--- src/sv/alid_pkg.sv ---
// Shared types and constants for the array list insert/delete block.
// No dependencies; imported by every module of the block.
package alid_pkg;

  localparam int unsigned CMD_W    = 2;
  localparam int unsigned PLACE_W  = 2;
  localparam int unsigned IDX_W    = 7;
  localparam int unsigned VAL_W    = 32;
  localparam int unsigned STATUS_W = 2;
  localparam int unsigned FILL_W   = 8;

  typedef enum logic [CMD_W-1:0] {
    CMD_INSERT = 2'd0,
    CMD_DELETE = 2'd1,
    CMD_READ   = 2'd2,
    CMD_CLEAR  = 2'd3
  } cmd_e;

  typedef enum logic [PLACE_W-1:0] {
    PL_FRONT = 2'd0,
    PL_INDEX = 2'd1,
    PL_BACK  = 2'd2
  } place_e;

  typedef enum logic [STATUS_W-1:0] {
    ST_OK    = 2'd0,
    ST_FULL  = 2'd1,
    ST_EMPTY = 2'd2,
    ST_RANGE = 2'd3
  } status_e;

  typedef enum logic [2:0] {
    OP_HOLD  = 3'd0,
    OP_LEFT  = 3'd1,
    OP_RIGHT = 3'd2,
    OP_LOAD  = 3'd3,
    OP_ZERO  = 3'd4
  } cell_op_e;

  typedef logic signed [VAL_W-1:0] val_t;

endpackage

--- src/sv/alid_grp.sv ---
// Read-out group: ORs the hit-masked entries of a run of cells into a register.
// Depends on alid_pkg.
module alid_grp #(
  parameter int unsigned G = 16
) (
  input  logic           clk_i,
  input  alid_pkg::val_t data_i [G],
  input  logic [G-1:0]   hit_i,
  output alid_pkg::val_t or_o
);
  import alid_pkg::*;

  val_t or_q, or_d;

  always_comb begin
    or_d = '0;
    for (int unsigned k = 0; k < G; k++) begin
      or_d = or_d | (data_i[k] & {VAL_W{hit_i[k]}});
    end
  end

  always_ff @(posedge clk_i) begin
    or_q <= or_d;
  end

  assign or_o = or_q;

endmodule
--- config.mk ---
export PLATFORM = sky130hd
export DESIGN_NAME = alid_grp
export DESIGN_NICKNAME = d
export VERILOG_FILES = /design/src/sv/alid_pkg.sv /design/src/sv/alid_grp.sv
export SDC_FILE = /design/constraint.sdc
export NUM_CORES = 1
export LEC_CHECK = 0
export BUFFER_PORTS_ARGS = -buffer_cell sky130_fd_sc_hd__buf_2
export CAP_MARGIN = 20
export CORE_AREA = 5 5 215 217
export CTS_BUF_LIST = sky130_fd_sc_hd__clkbuf_16
export CTS_CLUSTER_DIAMETER = 150
export DETAILED_ROUTE_END_ITERATION = 6
export DIE_AREA = 0 0 220 222
export PLACE_DENSITY = 0.4
export RECOVER_POWER = 50
export SLEW_MARGIN = 40
export SYNTH_ARGS = -nofsm -noshare
export SYNTH_HDL_FRONTEND = slang
export SYNTH_SLANG_ARGS = --single-unit
--- constraint.sdc ---
create_clock -name clk_i -period 0.9 [get_ports clk_i]
set_input_delay 0.18 -clock clk_i [delete_from_list [all_inputs] [get_ports clk_i]]
set_output_delay 0.18 -clock clk_i [all_outputs]
set_load 0.05 [all_outputs]
==> impl_metrics.csv <==
group,metric,value,unit
sta,grt_setup_unrepaired,"true",
sta,min_period,1020,ps
global_route,grt_max_degree,18,
floorplanning,fp.dieArea,48800,sq um
clocking,root_buffer,"clkbuf_16",
power_and_ir_drop,comb_power_share,57.0,%
worst_setup_path,crit_arrival,840,ps
floorplanning,die_h,222,um
worst_setup_path,endpoint_kind,"primary output",
run_status,failed_checks,"negative setup slack",
worst_setup_path,path_depth,1,
floorplanning,io_pins,561,
sta,drv_slew,0,
place,io_buffer_count,560,
worst_setup_path,critical_path.max_stage_delay,370,ps
power_and_ir_drop,swShare,38.8,%
synth,synth_cells,368,
route,viasPerCell,4.23,
cells_and_area,final_util,22.0,%
route,drc,0,
worst_setup_path,critPathLaunchType,"flip-flop",
clocking,clk_pin_slew,70,ps
place,dpl.hpwl,35100,um
place,place_congestion,0.860,
global_route,grt.overflow.total,0,
run_status,status,"finished, violations left",
floorplanning,core-area,43900,sq um
sta,fin_crit_sh,113,%
worst_setup_path,cp_cell_sequence,"buf_8",
clocking,htree_levels,2,
power_and_ir_drop,p_clk_share,24.7,%
route,first_pass_iters,4,
global_route,grt_usage,16.9,%
sta,setup_violations,55,
global_route,grt_pass1_vias,7659,
power_and_ir_drop,internal_power,4.82,mW
synth,ys_types,9,
synth,syn_area,3450,sq um
route,post_drt_wl_per_cell,27.3,um
route,totalWireLength,43600,um
synth,synth_nets,897,
worst_hold_path,hold-path-endpoint,"or_o[4]",
worst_setup_path,worst_ep_required_time,720,ps
worst_setup_path,crit_buf_inv,1,
worst_setup_path,cp_top_family,"flip-flops",
power_and_ir_drop,irDropWorstVdd,608,uV
sta,setup_ws,-119,ps
route,ant_nets,0,
worst_hold_path,min_path_cells,3,
worst_hold_path,hp-class,"input port to flip-flop",
power_and_ir_drop,p_sw,3.05,mW
synth,ys_warn_count,0,
sta,max_slew_margin,74.8,%
cells_and_area,area_delta_synth_final,179,%
route,drtIter0Drc,283,
synth,seq_area_frac_synth,18.6,%
power_and_ir_drop,p_per_area,816,nW/um^2
synth,synth-seq-cells,32,
sta,tns,-3130,ps
job,max-cap-violations,0,
sta,worstMarginPinSlew,378,ps
sta,hold_viol_final,0,
clocking,cts_max_path_buffers,2,
synth,syn_avg_cell_area,9.38,sq um
sta,fmax,981,MHz
global_route,grt_pass1_wl,57300,um
global_route,antenna_found_initial,7,
clocking,cts_tree,"done",
cells_and_area,final_nets,1530,
floorplanning,die_width,220,um
worst_setup_path,slowest_stage,"dfxtp_2",
clocking,cts.sinks,32,
floorplanning,start_util,7.86,%
power_and_ir_drop,pwr-share-seq,18.3,%
clocking,numCtsBuffers,5,
cells_and_area,drive_above_1_share,83.1,%
floorplanning,fp-row-count,77,
cells_and_area,largest_reg_flops,32,
worst_hold_path,worstHoldStart,"data_i[100]",
worst_setup_path,path_class,"flip-flop to primary output",
power_and_ir_drop,leakagePower,4.46,nW
worst_setup_path,path_max_fanout,1,
route,num_vias,6762,
==> final cells by class <==
class,instances,area (sq um)
Tap cell,592,741
Clock buffer,5,125
Sequential cell,32,683
Clock inverter,2,8.76
Antenna cell,4,10.0
Multi-Input combinational cell,288,3360
Timing Repair Buffer,674,4720
Fill cell,4857,34300
==> repair_timing <==
item	CTS	global route
cloned	8	0
resized for setup	231	12
pin swaps	47	22
hold buffers	0	0
buffers inserted	11	3
setup endpoints to repair	64	62
==> synthesized netlist by cell type, drive strengths merged <==
cell	n	area, sq um
nand4	32	200
dfxtp	32	641
clkbuf	18	67.6
buf	30	297
a221oi	128	1130
a22o	128	1120
==> worst max path at each step <==
| stage | slack, ps | endpoint | startpoint |
|---|---|---|---|
| floorplan | -2 | or_o[10] | hit_i[5] |
| global placement | -1000 | or_o[31] | hit_i[0] |
| detailed placement | -1070 | or_o[31] | hit_i[0] |
| CTS | -140 | or_o[9] | or_o[9] |
| global route | -150 | or_o[20] | hit_i[15] |
| finish | -120 | or_o[19] | or_o[19] |
==> power by group through the flow <==
| stage | Sequential, mW | Clock (mW) | Combinational, mW |
|---|---|---|---|
| finish | 1.44 | 1.94 | 4.49 |
| global route | 1.44 | 2.10 | 4.75 |
| CTS | 1.44 | 2.09 | 4.50 |
| detailed placement | 1.47 | 0 | 3.93 |
| global placement | 1.47 | 0 | 3.92 |
| floorplan | 1.53 | 0 | 1.42 |
==> placed cells by master (no fill, tap or decap) <==
master	synthesis	layout
buf_8	0	39
buf_2	3	515
buf_4	0	64
clkbuf_16	0	5
inv_1	0	1
a22o_4	0	2
dfxtp_4	0	1
buf_12	0	30
a221oi_2	1	102
a221oi_1	127	11
diode_2	0	4
a22o_2	0	1
a221oi_4	0	15
buf_6	24	15
nand4_1	32	32
a22o_1	128	125
dfxtp_2	0	31
buf_16	0	11
clkinv_2	0	1
==> routing by layer <==
metal / vias up / wire [um] / GRT usage (%)
li1: 3051 / - / -
met1: 3186 / 16900 / 19.3
met2: 452 / 21900 / 30.5
met3: 71 / 3120 / 3.47
met4: 2 / 1580 / 6.44
met5: - / 7 / 0
==> cells by family after synthesis <==
logic type             count (synthesis)  share of synthesized area [%]
buffers and inverters                 48                           10.5
AND/OR/NAND/NOR                       32                           5.80
flip-flops                            32                           18.6
AO/OA/AOI/OAI                        256                           65.1
==> metrics by stage <==
stage	cells	total power [mW]	worst slack (ps)	hold WS [ps]	area, sq um
after CTS	1590	8.04	-140	60.5	9550
after floorplan	368	2.95	-1.96	295	4100
after global placement	1565	5.39	-1000	408	8230
final	1597	7.87	-119	83.1	9650
after detailed placement	1565	5.40	-1070	408	8230
after global routing	1595	8.29	-149	74.6	9640
Power figures use the tool's default switching activity.
