$ cat config.mk
export PLATFORM = sky130hd
export DESIGN_NAME = alid_cell
export DESIGN_NICKNAME = d
export VERILOG_FILES = /design/src/sv/alid_pkg.sv /design/src/sv/alid_cell.sv
export SDC_FILE = /design/constraint.sdc
export NUM_CORES = 1
export LEC_CHECK = 0
export ABC_AREA = 1
export BUFFER_PORTS_ARGS = -buffer_cell sky130_fd_sc_hd__buf_2
export CAP_MARGIN = 20
export CORE_MARGIN = 8
export CORE_UTILIZATION = 45
export CTS_CLUSTER_SIZE = 24
export DETAILED_ROUTE_END_ITERATION = 6
export PLACE_DENSITY_LB_ADDON = 0.08
export SYNTH_ARGS = -nofsm -noshare
export SYNTH_HDL_FRONTEND = slang
export SYNTH_SLANG_ARGS = --single-unit
$ cat constraint.sdc
create_clock -name clk_i -period 0.81 [get_ports clk_i]
set_clock_uncertainty 0.05 [all_clocks]
set_input_delay 0.081 -clock clk_i [delete_from_list [all_inputs] [get_ports clk_i]]
set_output_delay 0.081 -clock clk_i [all_outputs]
set_load 0.02 [all_outputs]
$ cat src/sv/alid_pkg.sv
// Shared types and constants for the array list insert/delete block.
// No dependencies; imported by every module of the block.
package alid_pkg;

  localparam int unsigned CMD_W    = 2;
  localparam int unsigned PLACE_W  = 2;
  localparam int unsigned IDX_W    = 7;
  localparam int unsigned VAL_W    = 32;
  localparam int unsigned STATUS_W = 2;
  localparam int unsigned FILL_W   = 8;

  typedef enum logic [CMD_W-1:0] {
    CMD_INSERT = 2'd0,
    CMD_DELETE = 2'd1,
    CMD_READ   = 2'd2,
    CMD_CLEAR  = 2'd3
  } cmd_e;

  typedef enum logic [PLACE_W-1:0] {
    PL_FRONT = 2'd0,
    PL_INDEX = 2'd1,
    PL_BACK  = 2'd2
  } place_e;

  typedef enum logic [STATUS_W-1:0] {
    ST_OK    = 2'd0,
    ST_FULL  = 2'd1,
    ST_EMPTY = 2'd2,
    ST_RANGE = 2'd3
  } status_e;

  typedef enum logic [2:0] {
    OP_HOLD  = 3'd0,
    OP_LEFT  = 3'd1,
    OP_RIGHT = 3'd2,
    OP_LOAD  = 3'd3,
    OP_ZERO  = 3'd4
  } cell_op_e;

  typedef logic signed [VAL_W-1:0] val_t;

endpackage

$ cat src/sv/alid_cell.sv
// One list entry: holds, takes a neighbor's entry, loads a new value or clears.
// Depends on alid_pkg.
module alid_cell (
  input  logic              clk_i,
  input  logic              rst_ni,
  input  alid_pkg::cell_op_e op_i,
  input  alid_pkg::val_t    left_i,
  input  alid_pkg::val_t    right_i,
  input  alid_pkg::val_t    load_i,
  output alid_pkg::val_t    data_o
);
  import alid_pkg::*;

  val_t data_q, data_d;

  always_comb begin
    unique case (op_i)
      OP_LEFT:  data_d = left_i;
      OP_RIGHT: data_d = right_i;
      OP_LOAD:  data_d = load_i;
      OP_ZERO:  data_d = '0;
      default:  data_d = data_q;
    endcase
  end

  always_ff @(posedge clk_i or negedge rst_ni) begin
    if (!rst_ni) begin
      data_q <= '0;
    end else begin
      data_q <= data_d;
    end
  end

  assign data_o = data_q;

endmodule

==> metrics.txt, run 1 <==
Initial DRT Pass Iterations 4; largest net degree at the start of global routing 33; share of cells above drive strength 1 49.7%; final core utilization 82.0%; Post-synth EDFFs 0; Net Sw Power 0.00218 W; Reg2Reg Capture Point data_o[29]$_DFFE_PN0P_; Async SR Flop Fraction 100%; largest family of logic cells by synthesized area simple AND/OR/NAND/NOR gates; post-synth top area share 34.3%; Combinational Power Share around 47%; Synth Warn # 0; R2R cell count 4; worst-margin pin slew 0.186 ns; clock sink total 32; final-report setup violation count between 60 and 70; GR Util met2 39.9%; most frequent cell after synthesis nand2_1; P_leak between 2 and 3 nW; CP Depth 1; synth top area cells dfrtp_1 34%, nand2_1 16%, nor2_1 15%, inv_1 10%, nand2_2 8.6%; Row Count 26; # IOs 133; dpl ws -0.350 ns; Critical Path Start data_o[0]$_DFFE_PN0P_; vias per cell 4.66; Final Max Tran Viols 0; failing checks negative setup slack; vias in the first global route roughly 3000; # fillers 335; Area Growth Syn to Fin 77.1%; gr busiest metal met2; root buf cell clkbuf_8; H-tree Lvls 2; Synth Area in Adders 0%; worst skew pair latency 0.28 ns; I/O Buffers between 100 and 150; Setup crit start kind flip-flop; Synth Area in Simple Gates 47.8%; Avg Inst Size Synth 6.11 µm²; routability cong. 0.802; CP max FO 2; Worst Path Buf+Inv 1; total internal power 0.00411 W; Mapped Cells roughly 380; Max Fclk 1030 MHz; Detail Route Antenna Nets 0; launching point of the worst reg2reg path data_o[29]$_DFFE_PN0P_; CP cell instances buf_6; clock group share of total power 20.3%; M1 GR Usage a little under a quarter; Final Cycle Share 120%; Final Hold Fails 0; Bufs on Longest Clock Path 2; most instantiated cells after synthesis 99 x nand2_1, 96 x nor2_1, 65 x inv_1, 33 x nand3_1; CP required just under 0.7 ns; peak supply drop between 900 and 1000 µV; vias post-DR 2962; WL/cell approximately 13 µm; # diodes 0; Synth cell types 14; total gr overflow 0; CP delay by family, top flip-flops; CP max stage cell dfrtp_1; initial DRC count around 130; Initial Util 46.3%; PwrDens 1520 nW/µm²; CP Data Arrival Time 0.84 ns; max-cap viol count 0; Synth Area in Compound Gates 0.429%; worst setup path endpoint data_o[0]; worst rel slew slack 87.6%; syn nets ~480; initial antenna violation count 0; crit path time final 0.971 ns; final wirelength 8500 µm; Switching Share 34.6%; first-pass GRT wire length 13400 µm; Die Height slightly below 90 µm; Clk pin slew, worst setup/hold paths 0.07 ns; final setup margin -0.161 ns; DIE WIDTH 88.0 µm; #FFs+latches synth 32; Synth Flop Type dfrtp_1; crit path kind reg -> out; Synth Area in XOR/XNOR 0%; Total GRT Usage a little over a fifth; Pwr Total 0.00628 W; status complete, but fails checks; CP endpoint kind output pin; Nets roughly 670; register area share after synthesis 34.3%; Flop pwr share between 30% and 40%; setup repair after global routing missed its margin yes; core area 5040 µm²; Inserted Clock Buffers 5; met3 usage 5.72%; DRC 0; type of the most critical hold path in -> reg; R2R Setup Slk -0.11 ns; post-synth top area cell dfrtp_1; DIE AREA 7750 µm²; CTS tree done; multiplexer share of the synthesized area 0%; Critical Path Max Stage Delay 0.41 ns; Largest register FFs 32; post-DP HPWL roughly 5300 µm; Post-Syn Area ~2300 µm²
==> worst min-delay path by stage <==
stage,from,endpoint,slack [ns],depth (start not counted)
after floorplan,rst_ni,data_o[0]$_DFFE_PN0P_,-0.26,0
after global placement,rst_ni,data_o[1]$_DFFE_PN0P_,-0.002,2
after detailed placement,rst_ni,data_o[1]$_DFFE_PN0P_,-0.004,2
after CTS,left_i[12],data_o[12]$_DFFE_PN0P_,0.06,5
after global routing,left_i[2],data_o[2]$_DFFE_PN0P_,0.08,5
final,left_i[22],data_o[22]$_DFFE_PN0P_,0.07,5
==> cell type report <==
cell class / instances / area [µm²] / area share, %
clock buffer: 8 / 90.1 / 2.18
inverter: 67 / 259 / 6.27
multi-input combinational: 264 / 1310 / 31.8
sequential: 32 / 801 / 19.4
tap: 70 / 87.6 / 2.12
timing repair buffer: 194 / 1580 / 38.3
==> layer usage <==
metal / part of all wire, % / vias up
li1: - / 1470
met1: 38 / 1354
met2: 52 / 124
met3: 8.0 / 14
met4: 1.4 / 0
met5: 0 / -
==> power by group through the flow <==
stage / sequential, W / combinational, W / clock (W)
final: 0.00205 / 0.00295 / 0.00128
after global routing: 0.00207 / 0.00317 / 0.00138
after CTS: 0.00204 / 0.00277 / 0.00129
after detailed placement: 0.00205 / 0.00186 / 0
after global placement: 0.00205 / 0.00184 / 0
after floorplan: 0.00236 / 0.000781 / 0
==> layout by cell type (no fill, tap or decap) <==
master         instances
inv_1                 64
nor2_4                 8
clkbuf_1               2
nand3_1               30
inv_2                  2
nand2_2               54
buf_6                 38
nand3b_1               1
o21ai_4                1
nor2_2                 8
inv_8                  1
buf_16                 5
buf_4                 42
buf_8                  3
nor2_1                80
dfrtp_1               32
o21ai_2                1
buf_2                 97
nand2_1               74
clkbuf_8               6
nand2_4                4
buf_12                 8
nand3_2                3
dlygate4sd3_1          1
==> timing repair <==
| item | in CTS | in global routing |
|---|---|---|
| buffers inserted | 33 | 8 |
| hold buffers | 1 | 0 |
| pin swaps | 25 | 18 |
| endpoints found under the hold margin | 32 | 0 |
| endpoints found under the setup margin | 64 | 64 |
| resized for setup | 119 | 20 |
| cloned | 5 | 0 |
==> logic make-up (layout without fill, tap and decap cells) <==
family                 count (synthesis)  in the layout
and+or+nand+nor                      262            262
AOI/OAI and AO/OA                      2              2
DFF                                   32             32
buffers and inverters                 86            269
==> tightest hold or removal path, stage by stage <==
cell and delay (ns):
buf_2 0.08, nand3_1 0.06, nand2_1 0.06, nand2_1 0.04
nand2_1 0.04
==> through the flow <==
step / instances / hold slack, ns / setup TNS [ns] / instance area [µm²]
after floorplan: 382 / -0.265 / -1.76 / 2380
after global placement: 582 / -0.00178 / -9.30 / 3170
after detailed placement: 582 / -0.00427 / -10.26 / 3170
after CTS: 627 / 0.0587 / -5.27 / 4010
after global routing: 635 / 0.0777 / -10.18 / 4130
final: 635 / 0.0676 / -7.53 / 4130
No activity file was read; power rests on OpenSTA's default activity.
==> run 2: changes to the inputs <==
--- a/config.mk
+++ b/config.mk
@@ -6,12 +6,12 @@
 export NUM_CORES = 1
 export LEC_CHECK = 0
 export ABC_AREA = 1
-export BUFFER_PORTS_ARGS = -buffer_cell sky130_fd_sc_hd__buf_2
 export CAP_MARGIN = 20
 export CORE_MARGIN = 8
-export CORE_UTILIZATION = 45
+export CORE_UTILIZATION = 64
 export CTS_CLUSTER_SIZE = 24
 export DETAILED_ROUTE_END_ITERATION = 6
+export DONT_BUFFER_PORTS = 1
 export PLACE_DENSITY_LB_ADDON = 0.08
 export SYNTH_ARGS = -nofsm -noshare
 export SYNTH_HDL_FRONTEND = slang
==> metrics.txt, run 2 (synthesis gave the netlist of run 1 again) <==
R2R cell count 4 (unchanged); largest net degree at the start of global routing 35 (was 33); total gr overflow 0 (unchanged); DIE WIDTH 76.4 µm (was 88.0 µm); worst-margin pin slew 0.366 ns (was 0.186 ns); Max Fclk 871 MHz (was 1030 MHz); Area Growth Syn to Fin 48.4% (was 77.1%); # fillers 64 (was 335); Largest register FFs 32 (unchanged); Final Cycle Share 142% (was 120%); final setup margin -0.338 ns (was -0.161 ns); Initial Util 65.2% (was 46.3%); initial DRC count 664 (was 126); type of the most critical hold path in -> async (was in -> reg); Non-Filler Instances 525 (was 635); post-DP HPWL 4660 µm (was 5320 µm); Bufs on Longest Clock Path 2 (unchanged); final wirelength 13400 µm (was 8500 µm); first-pass GRT wire length 14700 µm (was 13400 µm); Post-CTS Hold Fix Bufs 32 (was 1); CP endpoint kind output pin (unchanged); status complete, but fails checks (unchanged); Worst Path Buf+Inv 1 (unchanged); failing checks negative hold slack, negative setup slack (was negative setup slack); clock sink total 32 (unchanged); Die Height 76.4 µm (was 88.0 µm); vias post-DR 3454 (was 2962); crit path time final 1.15 ns (was 0.971 ns); PwrDens 1750 nW/µm² (was 1520 nW/µm²); vias in the first global route 3073 (was 2998); Detail Route Antenna Nets 0 (unchanged); vias per cell 6.58 (was 4.66); Total GRT Usage 31.0% (was 21.8%); M1 wire length 3830 µm (was 3240 µm); CP required 0.68 ns (about the same); # diodes 0 (unchanged); most common cell after layout, fill and taps aside nor2_1 (was buf_2); Inserted Clock Buffers 5 (unchanged); P_leak 2.10 nW (was 2.54 nW); peak supply drop 1350 µV (was 924 µV); CP Data Arrival Time 1.02 ns (was 0.84 ns); CP max FO 2 (unchanged); Setup crit start kind flip-flop (unchanged); DIE AREA 5830 µm² (was 7750 µm²); CTS tree done (unchanged); dpl ws -0.214 ns (was -0.350 ns); root buf cell clkbuf_4 (was clkbuf_8); I/O Buffers 0 (was 132); Clk pin slew, worst setup/hold paths 0.13 ns (was 0.07 ns); Row Count 22 (was 26); H-tree Lvls 2 (unchanged); metal2 WL 5900 µm (was 4460 µm); CP delay by family, top flip-flops (unchanged); Final Max Tran Viols 0 (unchanged); Max Used Layer met4 (unchanged); CP Depth 1 (unchanged); WL/cell 25.6 µm (was 13.4 µm); max-cap viol count 0 (unchanged); initial antenna violation count 0 (unchanged); Initial DRT Pass Iterations 6 (was 4); cell count after placement 451 (was 582); crit path kind reg -> out (unchanged); final core utilization 96.8% (was 82.0%); Nets 578 (was 665); core area 3580 µm² (was 5040 µm²); most frequent cells in the layout 96 x nor2_1, 95 x nand2_1, 64 x inv_1 (was 97 x buf_2, 80 x nor2_1, 74 x nand2_1); Critical Path Max Stage Delay 0.48 ns (was 0.41 ns); # IOs 133 (unchanged); setup repair after global routing missed its margin yes (unchanged); Final Hold Fails 32 (was 0); final-report setup violation count 54 (was 64); CP cell instances buf_6 (unchanged); DRC 0 (unchanged); worst rel slew slack 75.6% (was 87.6%); Met3 Routed Length 2050 µm (was 680 µm); CP max stage cell dfrtp_1 (unchanged); Hold WS -0.660 ns (was 0.0676 ns); share of cells above drive strength 1 26.2% (was 49.7%); worst skew pair latency 0.34 ns (was 0.28 ns); routability cong. 0.760 (was 0.802)
## run 2: area by class of cell
| type | instances | area, µm² | area share, % |
|---|---|---|---|
| inverter | 67 | 256 | 7.41 |
| tap | 48 | 60.1 | 1.73 |
| sequential | 32 | 801 | 23.1 |
| clock buffer | 7 | 65.1 | 1.88 |
| timing repair buffer | 107 | 1130 | 32.7 |
| multi-input combinational | 264 | 1150 | 33.2 |
## run 2: power breakdown
part | switching, W | internal, W
logic | 0.00148 | 0.00129
registers | 0.000265 | 0.00185
clock network | 0.000671 | 0.000493
## run 2: what timing repair did
action	in CTS	in global routing
pin swaps	0	12
gates resized for setup	32	17
endpoints found under the setup margin	32	59
hold endpoints to repair	64	32
cloned	0	1
setup buffers	28	14
## run 2: metrics by stage
| step | cell area, µm² | hold WS [ns] | setup TNS [ns] | total power (W) |
|---|---|---|---|---|
| after detailed placement | 2620 | -0.263 | -6.17 | 0.00370 |
| final | 3460 | -0.660 | -9.56 | 0.00604 |
| after global routing | 3460 | -0.658 | -10.32 | 0.00620 |
| after CTS | 3330 | -0.628 | -6.40 | 0.00534 |
| after global placement | 2620 | -0.264 | -5.32 | 0.00366 |
| after floorplan | 2380 | -0.265 | -1.76 | 0.00314 |
## run 2: worst paths after layout
check / endpoint / start / slack [ns]
setup reg to reg: data_o[14]$_DFFE_PN0P_ / data_o[14]$_DFFE_PN0P_ / -0.18
min in group clk_i: data_o[6]$_DFFE_PN0P_ / right_i[6] / 0.02
hold / removal: data_o[8]$_DFFE_PN0P_ / rst_ni / -0.66
hold reg to reg: data_o[24]$_DFFE_PN0P_ / data_o[24]$_DFFE_PN0P_ / 0.55
max in group asynchronous: data_o[0]$_DFFE_PN0P_ / rst_ni / 1.26
setup / recovery: data_o[12] / data_o[12]$_DFFE_PN0P_ / -0.34
## run 2: layer usage
layer  vias to the layer above  GRT usage (%)
met2                       482           53.8
met5                         -              0
met3                       192           9.79
met1                      1492           31.0
li1                       1288              -
met4                         0           20.8
